## src/rtl/core/kdne_pkg.sv

```systemverilog
package kdne_pkg;

    // scanner phases
    typedef enum logic [1:0] {
        PH_IDLE     = 2'd0,
        PH_SCAN     = 2'd1,
        PH_DEBOUNCE = 2'd2,
        PH_RELEASE  = 2'd3
    } t_phase;

    // one result transfer
    typedef struct packed {
        logic [3:0]  row_drive;
        logic        key_valid;
        logic [7:0]  key_code;
        logic [26:0] entry_value;
        logic        entry_done;
        logic        digit_dropped;
    } t_result;

    localparam int          MAX_DIGITS     = 8;
    localparam logic [3:0]  COLS_HIGH      = 4'hF;
    localparam logic [3:0]  ROWS_LOW       = 4'h0;
    localparam logic [15:0] DEBOUNCE_RESET = 16'd200;

    // ascii codes of the keys that act
    localparam logic [7:0] KEY_0 = 8'h30;
    localparam logic [7:0] KEY_9 = 8'h39;
    localparam logic [7:0] KEY_A = 8'h41;
    localparam logic [7:0] KEY_B = 8'h42;

    // divide by ten through the reciprocal, exact for any 32-bit value
    localparam logic [31:0] DIV10_MAGIC = 32'hCCCC_CCCD;
    localparam int          DIV10_SHIFT = 35;

    // elaboration-time power of ten
    function automatic logic [26:0] pow10(input int n);
        logic [26:0] t;
        t = 27'd1;
        for (int i = 0; i < n; i++) begin
            t = 27'(t * 27'd10);
        end
        return t;
    endfunction

    // a number at or above this already holds the full count of digits
    localparam logic [26:0] FULL_THRESHOLD = pow10(MAX_DIGITS - 1);

    // fixed 4x4 key layout
    function automatic logic [7:0] key_lookup(input logic [1:0] row, input logic [1:0] col);
        logic [7:0] k;
        unique case ({row, col})
            4'h0: k = 8'h31;  // 1
            4'h1: k = 8'h32;  // 2
            4'h2: k = 8'h33;  // 3
            4'h3: k = 8'h34;  // 4
            4'h4: k = 8'h35;  // 5
            4'h5: k = 8'h36;  // 6
            4'h6: k = 8'h37;  // 7
            4'h7: k = 8'h38;  // 8
            4'h8: k = 8'h39;  // 9
            4'h9: k = 8'h2A;  // star
            4'hA: k = 8'h30;  // 0
            4'hB: k = 8'h23;  // hash
            4'hC: k = 8'h41;  // A
            4'hD: k = 8'h42;  // B
            4'hE: k = 8'h43;  // C
            default: k = 8'h44;  // D
        endcase
        return k;
    endfunction

endpackage

```

## src/rtl/core/kdne_out_buf.sv

```systemverilog
module kdne_out_buf
    import kdne_pkg::*;
(
    input  logic    i_clk,
    input  logic    i_rst_n,
    input  logic    i_push,
    input  t_result i_data,
    output logic    o_ready,
    output logic    o_valid,
    input  logic    i_stall,
    output t_result o_data
);

    t_result    r_slot0, r_slot1;
    logic [1:0] r_count;
    logic       w_pop;

    assign o_ready = (r_count != 2'd2);
    assign o_valid = (r_count != 2'd0);
    assign o_data  = r_slot0;
    assign w_pop   = o_valid && !i_stall;

    // two-entry result queue, head in slot 0
    always_ff @(posedge i_clk) begin
        if (!i_rst_n) begin
            r_count <= 2'd0;
        end else begin
            unique case ({i_push, w_pop})
                2'b10:   r_count <= r_count + 2'd1;
                2'b01:   r_count <= r_count - 2'd1;
                default: r_count <= r_count;
            endcase
        end
    end

    always_ff @(posedge i_clk) begin
        unique case ({i_push, w_pop})
            2'b10: begin
                if (r_count == 2'd0) r_slot0 <= i_data;
                else                 r_slot1 <= i_data;
            end
            2'b01: begin
                r_slot0 <= r_slot1;
            end
            2'b11: begin
                if (r_count == 2'd1) begin
                    r_slot0 <= i_data;
                end else begin
                    r_slot0 <= r_slot1;
                    r_slot1 <= i_data;
                end
            end
            default: begin
                r_slot0 <= r_slot0;
            end
        endcase
    end

    // never pushed while full
    a_no_overflow: assert property (@(posedge i_clk) disable iff (!i_rst_n)
        i_push |-> o_ready)
        else $error("push into full result queue");

    // fill level stays within two
    a_count_range: assert property (@(posedge i_clk) disable iff (!i_rst_n)
        r_count != 2'd3)
        else $error("result queue count out of range");

    // a held result that is stalled keeps its value
    a_head_holds: assert property (@(posedge i_clk) disable iff (!i_rst_n)
        (o_valid && i_stall) |=> $stable(o_data))
        else $error("stalled result changed");

endmodule

```

## config.mk

```make
export PLATFORM = sky130hd
export DESIGN_NAME = kdne_out_buf
export DESIGN_NICKNAME = d
export VERILOG_FILES = /design/src/rtl/core/kdne_pkg.sv /design/src/rtl/core/kdne_out_buf.sv
export SDC_FILE = /design/constraint.sdc
export NUM_CORES = 1
export LEC_CHECK = 0
export BUFFER_PORTS_ARGS = -buffer_cell sky130_fd_sc_hd__buf_2
export CAP_MARGIN = 15
export CORE_MARGIN = 2
export CORE_UTILIZATION = 35
export CTS_CLUSTER_DIAMETER = 100
export DETAILED_ROUTE_END_ITERATION = 8
export GPL_ROUTABILITY_DRIVEN = 0
export PLACE_DENSITY = 0.52
export SETUP_SLACK_MARGIN = 0.15
export SYNTH_ARGS = -nofsm -noshare
export SYNTH_HDL_FRONTEND = slang
export SYNTH_SLANG_ARGS = --single-unit
```

## constraint.sdc

```tcl
create_clock -name i_clk -period 4.7 [get_ports i_clk]
set_input_delay 0.235 -clock i_clk [delete_from_list [all_inputs] [get_ports i_clk]]
set_output_delay 0.235 -clock i_clk [all_outputs]
set_load 0.01 [all_outputs]
```

==> flow_metrics.py, run 1 <==
metrics = {
    "worst_setup_path": {
        "cp_common_cell": "buf_4",
        "cpMaxStageDelayCell": "a21oi_4",
        "r2r-end": "r_slot1[1]$_DFFE_PP_",
        "cp_cell_sequence": "inv_1, ha_1, nor2_1, ha_2, buf_4, o21ai_0, a21oi_4, buf_4",
        "slowest_delay_ps": 610,
        "cpLargestDelayFamily": "buffers and inverters",
        "r2r-start": "r_count[0]$_SDFFE_PN0P_",
        "critical_path_required_ps": 4700,
        "worst-path-buf-inv": 3,
        "path_class": "flip-flop to flip-flop",
        "crit_path_end": "r_slot1[1]$_DFFE_PP_",
        "cp.arrival_ps": 3300,
        "path_max_fanout": 45,
        "cp.depth": 8,
        "critPathCaptureType": "flip-flop",
        "reg2reg_slack_ps": 1400,
        "cp-startpoint": "r_count[0]$_SDFFE_PN0P_",
        "startpoint_type": "flip-flop",
        "ff2ff_path_depth": 8,
    },
    "finish": {
        "syn2layout_area_growth_pct": 20.4,
        "antenna_cells": 0,
        "layout_common_cells": "buf_2 (89), nand2_1 (86), edfxtp_1 (84)",
        "final_cells": 533,
        "layout.nets": 438,
        "design_area_sq_mm": 0.00502,
        "drive_above_1_share": 0.397,
        "final_common_cell": "buf_2",
    },
    "grt": {
        "grtUsageTotal": 0.132,
        "gr-total-overflow": 0,
        "grt_max_degree": 46,
        "grt_first_pass_wirelength_mm": 13.0,
        "grt_pass1_vias": 2627,
        "antenna_found_initial": 0,
    },
    "power": {
        "p_int_mw": 1.89,
        "power.net_switching_uw": 738,
        "switching_share": 0.281,
        "pwr-share-clk": 0.290,
        "vdd_drop_max_uv": 241,
        "p_comb_frac": 0.276,
        "finalPower_mw": 2.63,
        "powerDensity_mw_per_mm2": 524,
        "pwr-share-seq": 0.434,
        "p_leak_nw": 2.10,
    },
    "clock_tree": {
        "cts-root-buf": "clkbuf_16",
        "cts-resized-gates": 0,
        "clock_path_buffers": 2,
        "clkSinkCount": 86,
        "numCtsBuffers": 9,
        "path_clk_slew_ps": 60,
        "cts_tree": "yes",
        "h-tree-depth": 3,
        "cts-hold-fix-buffers": 0,
        "clk-insertion-delay-late_ps": 330,
        "cts_setup_buffers": 0,
    },
    "hold_path": {
        "hold_path.class": "input port to flip-flop",
    },
    "timing": {
        "rsz0062_at_grt": "no",
        "hold-worst-slack_ps": 114,
        "slew_headroom": 0.296,
        "finalClockSkew_ps": 8.07,
        "tns_ps": 0,
        "max_freq_ghz": 0.303,
        "post-route-period-util": 0.703,
        "finalMaxSlewViolations": 0,
        "hold_viol": 0,
        "timing.final.crit_period_ps": 3300,
        "tightest_slew_ps": 1050,
        "finalSetupViolations": 0,
    },
    "place": {
        "placed_area_sq_mm": 0.00470,
        "dp_hpwl_mm": 5.17,
        "port-buffer-count": 89,
        "dp_cells": 517,
    },
    "floorplan": {
        "initial_utilization": 0.362,
        "fp-row-count": 39,
        "die_h_microns": 113,
        "dieArea_sq_mm": 0.0128,
        "coreArea_sq_mm": 0.0115,
        "dieWidth_microns": 113,
        "top_level_ports": 90,
    },
    "routing": {
        "ant_nets": 0,
        "drc": 5,
        "wl_per_cell_microns": 15.8,
        "drt_wl_total_mm": 8.41,
        "vias_per_cell": 4.88,
        "vias": 2600,
        "drt_iter0_drc": 154,
        "dr.pass1.iters": 6,
    },
    "synthesis": {
        "avgSynthCellArea_sq_um": 13.9,
        "synthCells": 301,
        "synth-seq-cells": 86,
        "ys_types": 18,
        "synthesis.area_sq_mm": 0.00417,
        "seq_area_frac_synth": 0.615,
        "synth_warnings": 0,
        "syn_nets": 354,
    },
    "run_status": {
        "outcome": "finished, violations left",
        "violations": "DRC",
    },
    "job": {
        "cap_violations": 0,
    },
}
-- worst register-to-register path: stages, from the launching register on --
cell and delay (ps):
dfxtp_1 410, inv_1 90, ha_1 230, nor2_1 260, ha_2 230, buf_4 440, o21ai_0 250, a21oi_4 610
buf_4 440
-- how the worst min path moves through the flow --
stage	cells past startpoint	slack [ps]	to	start
after floorplan	0	330	r_slot1[0]$_DFFE_PP_	i_data[0]
after global routing	1	110	r_slot1[41]$_DFFE_PP_	i_data[41]
final	1	110	r_slot1[28]$_DFFE_PP_	i_data[28]
after CTS	1	90	r_slot1[39]$_DFFE_PP_	i_data[39]
after global placement	1	440	r_slot1[2]$_DFFE_PP_	i_data[2]
after detailed placement	1	440	r_slot1[39]$_DFFE_PP_	i_data[39]
-- per-layer routing --
layer / global-route usage / routed length, microns
met5: 0 / 0
met1: 0.160 / 3640
met2: 0.226 / 4290
met3: 0.0246 / 424
met4: 0.0642 / 55
-- registers in the layout (all words and copies together), names as in the netlist --
register  flops
r_slot1      42
o_data       42
r_count       2
-- area by class of cell --
cell class	instances	area, sq um
fillers	1084	6500
clock buffers	11	243
repair buffers	92	468
flip-flops and latches	86	2560
multi-input cells	188	1460
clock inverters	5	81.3
well taps	143	179
inverters	8	30.0
-- metrics by stage --
| stage | util | setup WS, ps |
|---|---|---|
| after floorplan | - | 904 |
| after global placement | 0.408 | 1430 |
| after detailed placement | 0.408 | 1360 |
| after CTS | 0.436 | 1340 |
| after global routing | 0.436 | 1110 |
| final | 0.436 | 1400 |
-- logic make-up (layout without fill, tap and decap cells) --
group / after synthesis / after routing / share of synthesized area
AO/OA/AOI/OAI: 48 / 48 / 0.0834
adder cells (fa/ha/maj): 7 / 7 / 0.0210
buffers and inverters: 27 / 116 / 0.0459
multiplexers: 43 / 43 / 0.151
XOR/XNOR: 1 / 1 / 0.00210
flip-flops: 86 / 86 / 0.615
AND/OR/NAND/NOR: 89 / 89 / 0.0819
-- cells in the mapped netlist, drive strengths merged --
master	n	area share
a21boi	1	0.0018
a21oi	2	0.0024
a22oi	42	0.076
buf	19	0.039
dfxtp	2	0.0096
edfxtp	84	0.61
ha	7	0.021
inv	8	0.0072
mux2	42	0.15
mux2i	1	0.0024
nand2	86	0.077
nor2	3	0.0045
o21ai	3	0.0036
xnor2	1	0.0021
-- power by group through the flow --
| stage | Sequential [mW] | Clock [mW] | Combinational [mW] |
|---|---|---|---|
| after floorplan | 1.21 | 0 | 0.487 |
| after detailed placement | 1.16 | 0 | 0.738 |
| final | 1.14 | 0.762 | 0.726 |
| after global placement | 1.15 | 0 | 0.727 |
| after global routing | 1.16 | 0.807 | 0.796 |
| after CTS | 1.14 | 0.785 | 0.739 |
Power figures use the tool's default switching activity.
==> inputs of run 2 (changes only) <==
Settings changed: ABC_AREA set to 1, PLACE_DENSITY 0.52 to 0.54.
Clock period 4.7 ns to 3.28 ns, I/O delays scaled along.
==> run 2 against run 1 <==
Effect of this change:
- the run now ends clean
- setup slack lost 570 ps
- critical endpoint is now r_slot1[32]$_DFFE_PP_
- die area fell by 15%
- via count fell by 9.5%
- flip-flop and latch count is the same
- final cell count decreased by 2.1%
- sequential power up 41%
- combinational power up 5.2%
- synthesized cell count fell by 11%
- maximum frequency grew 35%
- non-clock buffer count grew 29
- hold slack got worse by 93 ps
- count of clock-buffer cells in the layout down 2
==> flow_metrics.py, run 2 <==
metrics = {
    "hold_path": {
        "holdCritStartpoint": "i_data[32]",
        "hold_path.class": "input port to flip-flop",
        "hold-path-endpoint": "r_slot1[32]$_DFFE_PP_",
        "holdPathStages": 1,
    },
    "routing": {
        "drt_iter0_drc": 120,
        "vias_per_cell": 4.51,
        "vias": 2353,
        "dr.pass1.iters": 4,
        "drt_wl_total_mm": 7.10,
        "wl_per_cell_microns": 13.6,
        "drc": 0,
        "ant_nets": 0,
    },
    "worst_setup_path": {
        "worst-path-buf-inv": 3,
        "critical_path_required_ps": 3320,
        "r2r-end": "r_slot1[32]$_DFFE_PP_",
        "slowest_delay_ps": 500,
        "reg2reg_slack_ps": 830,
        "path_max_fanout": 28,
        "path_class": "flip-flop to flip-flop",
        "cpLargestDelayFamily": "compound AO/OA/AOI/OAI gates",
        "cp_cell_sequence": "inv_1, ha_1, nor2_1, inv_1, ha_1, nand2_1, a21boi_4, buf_12",
        "startpoint_type": "flip-flop",
        "ff2ff_path_depth": 8,
        "cp.arrival_ps": 2490,
        "critPathCaptureType": "flip-flop",
        "cpMaxStageDelayCell": "a21boi_4",
        "cp.depth": 8,
        "r2r-start": "r_count[0]$_SDFFE_PN0P_",
    },
    "timing": {
        "finalClockSkew_ps": 11.3,
        "finalSetupViolations": 0,
        "hold-worst-slack_ps": 20.4,
        "max_freq_ghz": 0.408,
        "timing.final.crit_period_ps": 2450,
        "rsz0062_at_grt": "no",
        "post-route-period-util": 0.748,
        "finalMaxSlewViolations": 0,
        "hold_viol": 0,
        "slew_headroom": 0.398,
        "tightest_slew_ps": 899,
        "tns_ps": 0,
    },
    "synthesis": {
        "ys_types": 14,
        "synthCells": 268,
        "synth_top_area_frac": 0.716,
        "synth_warnings": 0,
        "synth_common_cells": "nand3_1 (85), edfxtp_1 (84), nand2_1 (50)",
        "synth-seq-cells": 86,
        "yosysMostFrequentCell": "nand3_1",
        "seq_area_frac_synth": 0.728,
        "synth-edff-count": 84,
        "synth_top_area_cell": "edfxtp_1",
        "avgSynthCellArea_sq_um": 13.1,
        "synthesis.area_sq_mm": 0.00352,
        "async_flop_share": 0,
        "syn_nets": 321,
        "synthFlopType": "edfxtp_1",
        "yosys-top-cells-area": "edfxtp_1 (72%), nand3_1 (12%), nand2_1 (5.3%)",
    },
    "finish": {
        "antenna_cells": 0,
        "syn2layout_area_growth_pct": 27.9,
        "final_cells": 522,
        "finalCoreUtilization": 0.461,
        "regArea_sq_mm": 0.00256,
        "fillers": 937,
        "final_common_cell": "buf_2",
        "layout.nets": 437,
        "multi_input_area_sq_um": 778,
        "drive_above_1_share": 0.296,
        "layout_common_cells": "buf_2 (89), nand3_1 (85), edfxtp_1 (84)",
    },
    "floorplan": {
        "initial_utilization": 0.360,
        "top_level_ports": 90,
        "coreArea_sq_mm": 0.00977,
        "dieWidth_microns": 104,
        "die_h_microns": 104,
        "fp-row-count": 36,
        "dieArea_sq_mm": 0.0109,
    },
    "clock_tree": {
        "cts_tree": "yes",
        "cts-resized-gates": 0,
        "clock_path_buffers": 2,
        "clkSinkCount": 86,
        "numCtsBuffers": 9,
        "clk-insertion-delay-late_ps": 340,
        "h-tree-depth": 3,
        "path_clk_slew_ps": 90,
        "cts-root-buf": "clkbuf_8",
    },
    "power": {
        "switching_share": 0.310,
        "p_leak_nw": 1.89,
        "power.net_switching_uw": 938,
        "powerDensity_mw_per_mm2": 672,
        "p_int_mw": 2.09,
        "p_comb_frac": 0.253,
        "vdd_drop_max_uv": 394,
        "pwr-share-clk": 0.217,
        "pwr-share-seq": 0.530,
    },
    "grt": {
        "grt_first_pass_wirelength_mm": 11.3,
        "gr-total-overflow": 0,
        "antenna_found_initial": 0,
        "grt_pass1_vias": 2340,
        "grtUsageTotal": 0.134,
        "grt_max_degree": 43,
    },
    "place": {
        "dp_hpwl_mm": 4.32,
        "dp_cells": 477,
        "port-buffer-count": 89,
    },
    "job": {
        "cap_violations": 0,
    },
    "run_status": {
        "outcome": "finished clean",
    },
}
==> run 2: cell types whose count changed after synthesis, sizes merged <==
cell,delta
a22oi,-42
xnor2,-1
nand3,+85
mux2,-42
inv,+6
mux2i,-1
o21ai,-2
nor2,-1
buf,-3
nand2,-32
==> run 2: area by class of cell <==
class	instances	share of cell area
repair buffers	121	0.171
flip-flops and latches	86	0.569
inverters	14	0.0117
clock inverters	7	0.0108
clock buffers	9	0.0275
well taps	133	0.0370
multi-input cells	152	0.173
==> run 2: worst max-delay path by stage <==
stage	slack, ps	to	startpoint
global placement	940	r_slot1[17]$_DFFE_PP_	r_count[0]$_SDFFE_PN0P_
global route	640	r_slot1[32]$_DFFE_PP_	r_count[0]$_SDFFE_PN0P_
finish	830	r_slot1[32]$_DFFE_PP_	r_count[0]$_SDFFE_PN0P_
floorplan	280	o_data[0]$_DFFE_PP_	r_count[0]$_SDFFE_PN0P_
CTS	800	r_slot1[38]$_DFFE_PP_	r_count[0]$_SDFFE_PN0P_
detailed placement	820	r_slot1[23]$_DFFE_PP_	r_count[0]$_SDFFE_PN0P_
==> run 2: routing by layer <==
layer / up-vias / routed length [microns] / GRT usage / part of all wire
met2: 63 / 3610 / 0.236 / 0.51
met4: 0 / 119 / 0.0608 / 0.017
met1: 1094 / 3050 / 0.154 / 0.43
met3: 10 / 328 / 0.0288 / 0.046
met5: - / 0 / 0 / 0
li1: 1186 / - / - / -
==> run 2: cells by family after synthesis <==
family | share of synthesized area
AND/OR/NAND/NOR | 0.183
adder cells (fa/ha/maj) | 0.0249
AO/OA/AOI/OAI | 0.00640
buffers and inverters | 0.0576
flip-flops | 0.728
==> run 2: worst reg2reg max path: stages (launching register included) <==
cell	delay [ps]
dfxtp_1	390
inv_1	80
ha_1	240
nor2_1	250
inv_1	130
ha_1	210
nand2_1	70
a21boi_4	500
buf_12	270
==> run 2: power groups by stage <==
stage	sequential, mW	clock [mW]	combinational [mW]
6_report	1.61	0.657	0.764
3_3_place_gp	1.63	0	0.745
4_1_cts	1.61	0.680	0.782
5_1_grt	1.63	0.710	0.854
3_5_place_dp	1.63	0	0.756
2_1_floorplan	1.73	0	0.401
==> run 2: metrics by stage <==
step	power, mW	instance area [sq um]	setup WS, ps
finish	3.03	4500	827
global route	3.20	4500	638
CTS	3.07	4500	797
detailed placement	2.39	4040	822
global placement	2.37	4040	945
floorplan	2.13	3520	283
==> run 2: what timing repair did <==
| item | 4_1_cts | 5_1_grt |
|---|---|---|
| buffers inserted | 0 | 0 |
| endpoints found under the hold margin | 29 | 0 |
| hold buffers | 29 | 0 |
| setup endpoints to repair | 0 | 0 |
==> inputs of run 3 (changes only) <==
Settings changed: PLACE_DENSITY 0.54 to 0.56.
Clock period 3.28 ns to 2.25 ns, I/O delays scaled along.
==> run 3 against run 2 <==
Effect of this change:
- setup slack worse by 380 ps
- register-to-register slack got worse by 380 ps
- global-route usage is 0.59 points higher
- first-iteration DRC count grew 7.5%
- sequential power increased by 46%
- count of clock-buffer cells in the layout rose by 2
- critical path depth unchanged
- flip-flop and latch count unchanged
- via count increased by 3.3%
- critical endpoint is now r_slot1[2]$_DFFE_PP_
==> flow_metrics.py, run 3 (same netlist as run 2, synthesis figures left out) <==
metrics = {
    "timing": {
        "finalSetupViolations": 0,
        "tns_ps": 0,
        "finalMaxSlewViolations": 0,
        "post-route-period-util": 0.800,
        "hold-worst-slack_ps": 20.1,
        "rsz0062_at_grt": "no",
        "max_freq_ghz": 0.555,
        "finalClockSkew_ps": 6.76,
        "tightest_slew_ps": 664,
        "timing.final.crit_period_ps": 1800,
        "hold_viol": 0,
        "slew_headroom": 0.555,
    },
    "clock_tree": {
        "clk-insertion-delay-late_ps": 340,
        "clock_path_buffers": 2,
        "cts_tree": "yes",
        "cts-resized-gates": 0,
        "clkSinkCount": 86,
        "h-tree-depth": 3,
        "cts_setup_buffers": 0,
        "cts-root-buf": "clkbuf_8",
        "path_clk_slew_ps": 70,
        "numCtsBuffers": 9,
    },
    "worst_setup_path": {
        "path_class": "flip-flop to flip-flop",
        "cp.arrival_ps": 1830,
        "cp.depth": 8,
        "startpoint_type": "flip-flop",
        "cp-startpoint": "r_count[0]$_SDFFE_PN0P_",
        "r2r-end": "r_slot1[2]$_DFFE_PP_",
        "cpMaxStageDelayCell": "dfxtp_2",
        "critical_path_required_ps": 2280,
        "cpLargestDelayFamily": "buffers and inverters",
        "critPathCaptureType": "flip-flop",
        "path_max_fanout": 42,
        "r2r-start": "r_count[0]$_SDFFE_PN0P_",
        "crit_path_end": "r_slot1[2]$_DFFE_PP_",
        "worst-path-buf-inv": 3,
        "ff2ff_path_depth": 8,
        "reg2reg_slack_ps": 450,
        "slowest_delay_ps": 360,
        "cp_cell_sequence": "inv_2, ha_4, nor2_4, inv_2, ha_4, nand2_1, a21boi_4, buf_12",
    },
    "power": {
        "vdd_drop_max_uv": 395,
        "power.net_switching_mw": 1.36,
        "p_comb_frac": 0.259,
        "powerDensity_mw_per_mm2": 983,
        "switching_share": 0.289,
        "pwr-share-seq": 0.500,
        "pwr-share-clk": 0.240,
        "finalPower_mw": 4.69,
        "p_leak_nw": 2.00,
        "p_int_mw": 3.34,
    },
    "grt": {
        "grt_pass1_vias": 2277,
        "gr-total-overflow": 0,
        "grt_use_met1": 0.174,
        "grt_first_pass_wirelength_mm": 11.6,
        "grt_max_degree": 43,
        "use_met2": 0.228,
        "busiest_layer": "met2",
        "antenna_found_initial": 0,
        "use_met3": 0.0508,
        "grtUsageTotal": 0.139,
    },
    "routing": {
        "drc": 0,
        "wl_per_cell_microns": 13.7,
        "drt_wl_total_mm": 7.37,
        "drt_iter0_drc": 129,
        "vias_per_cell": 4.51,
        "ant_nets": 0,
        "vias": 2430,
        "dr.pass1.iters": 4,
    },
    "finish": {
        "layout_common_cells": "buf_2 (89), nand3_1 (85), edfxtp_1 (84)",
        "finalCoreUtilization": 0.488,
        "drive_above_1_share": 0.313,
        "final_cells": 539,
        "final_common_cell": "buf_2",
        "syn2layout_area_growth_pct": 35.6,
        "antenna_cells": 0,
        "layout.nets": 455,
    },
    "floorplan": {
        "initial_utilization": 0.360,
        "dieArea_sq_mm": 0.0109,
        "die_h_microns": 104,
        "fp-row-count": 36,
        "dieWidth_microns": 104,
        "coreArea_sq_mm": 0.00977,
        "top_level_ports": 90,
    },
    "job": {
        "cap_violations": 0,
    },
    "place": {
        "port-buffer-count": 89,
        "dp_hpwl_mm": 4.59,
        "dp_cells": 482,
    },
    "hold_path": {
        "hold_path.class": "input port to flip-flop",
    },
    "run_status": {
        "outcome": "finished clean",
    },
}
-- run 3: cell count changes in the layout (fill, tap and decap cells not counted), moves of 3 or more --
cell,delta
ha_1,-3
dlygate4sd3_1,+13
ha_4,+3
inv_2,+3
inv_1,-3
buf_4,+3
-- run 3: cell type report --
type,count,area [sq um]
Timing Repair Buffer,139,963
Clock inverter,4,72.6
Clock buffer,11,131
Fill cell,900,5000
Multi-Input combinational cell,152,823
Sequential cell,86,2560
Tap cell,133,166
Inverter,14,52.6
-- run 3: stage by stage --
| step | area (sq um) | setup slack, ps |
|---|---|---|
| 6_report | 4770 | 449 |
| 5_1_grt | 4770 | 339 |
| 4_1_cts | 4770 | 440 |
| 3_5_place_dp | 4150 | 447 |
| 3_3_place_gp | 4150 | 490 |
| 2_1_floorplan | 3590 | 117 |
-- run 3: worst reg2reg max path, stage by stage (launching register included) --
cell and delay (ps):
dfxtp_2 360, inv_2 60, ha_4 170, nor2_4 140
inv_2 90, ha_4 160, nand2_1 50, a21boi_4 190
buf_12 260
-- run 3: power groups by stage --
stage                     combinational [mW]  sequential, mW  clock, mW
final                                   1.22            2.35       1.13
after global routing                    1.36            2.38       1.22
after CTS                               1.24            2.35       1.16
after detailed placement                1.18            2.39          0
after global placement                  1.16            2.38          0
after floorplan                        0.631            2.50          0
-- run 3: what timing repair did --
action,CTS,global route
hold buffers,42,0
hold endpoints to repair,42,0
setup endpoints to repair,0,0
-- run 3: worst min-delay path by stage --
stage | start | endpoint | cells after the start
floorplan | i_data[0] | r_slot1[0]$_DFFE_PP_ | 0
global placement | i_data[2] | r_slot1[2]$_DFFE_PP_ | 1
detailed placement | i_data[2] | r_slot1[2]$_DFFE_PP_ | 1
CTS | i_rst_n | r_count[0]$_SDFFE_PN0P_ | 3
global route | i_rst_n | r_count[0]$_SDFFE_PN0P_ | 3
finish | i_rst_n | r_count[0]$_SDFFE_PN0P_ | 3
-- run 3: layer usage --
metal | up-vias | part of all wire
met3 | 6 | 0.053
met1 | 1135 | 0.45
met2 | 65 | 0.49
li1 | 1224 | -
met5 | - | 0
met4 | 0 | 0.011
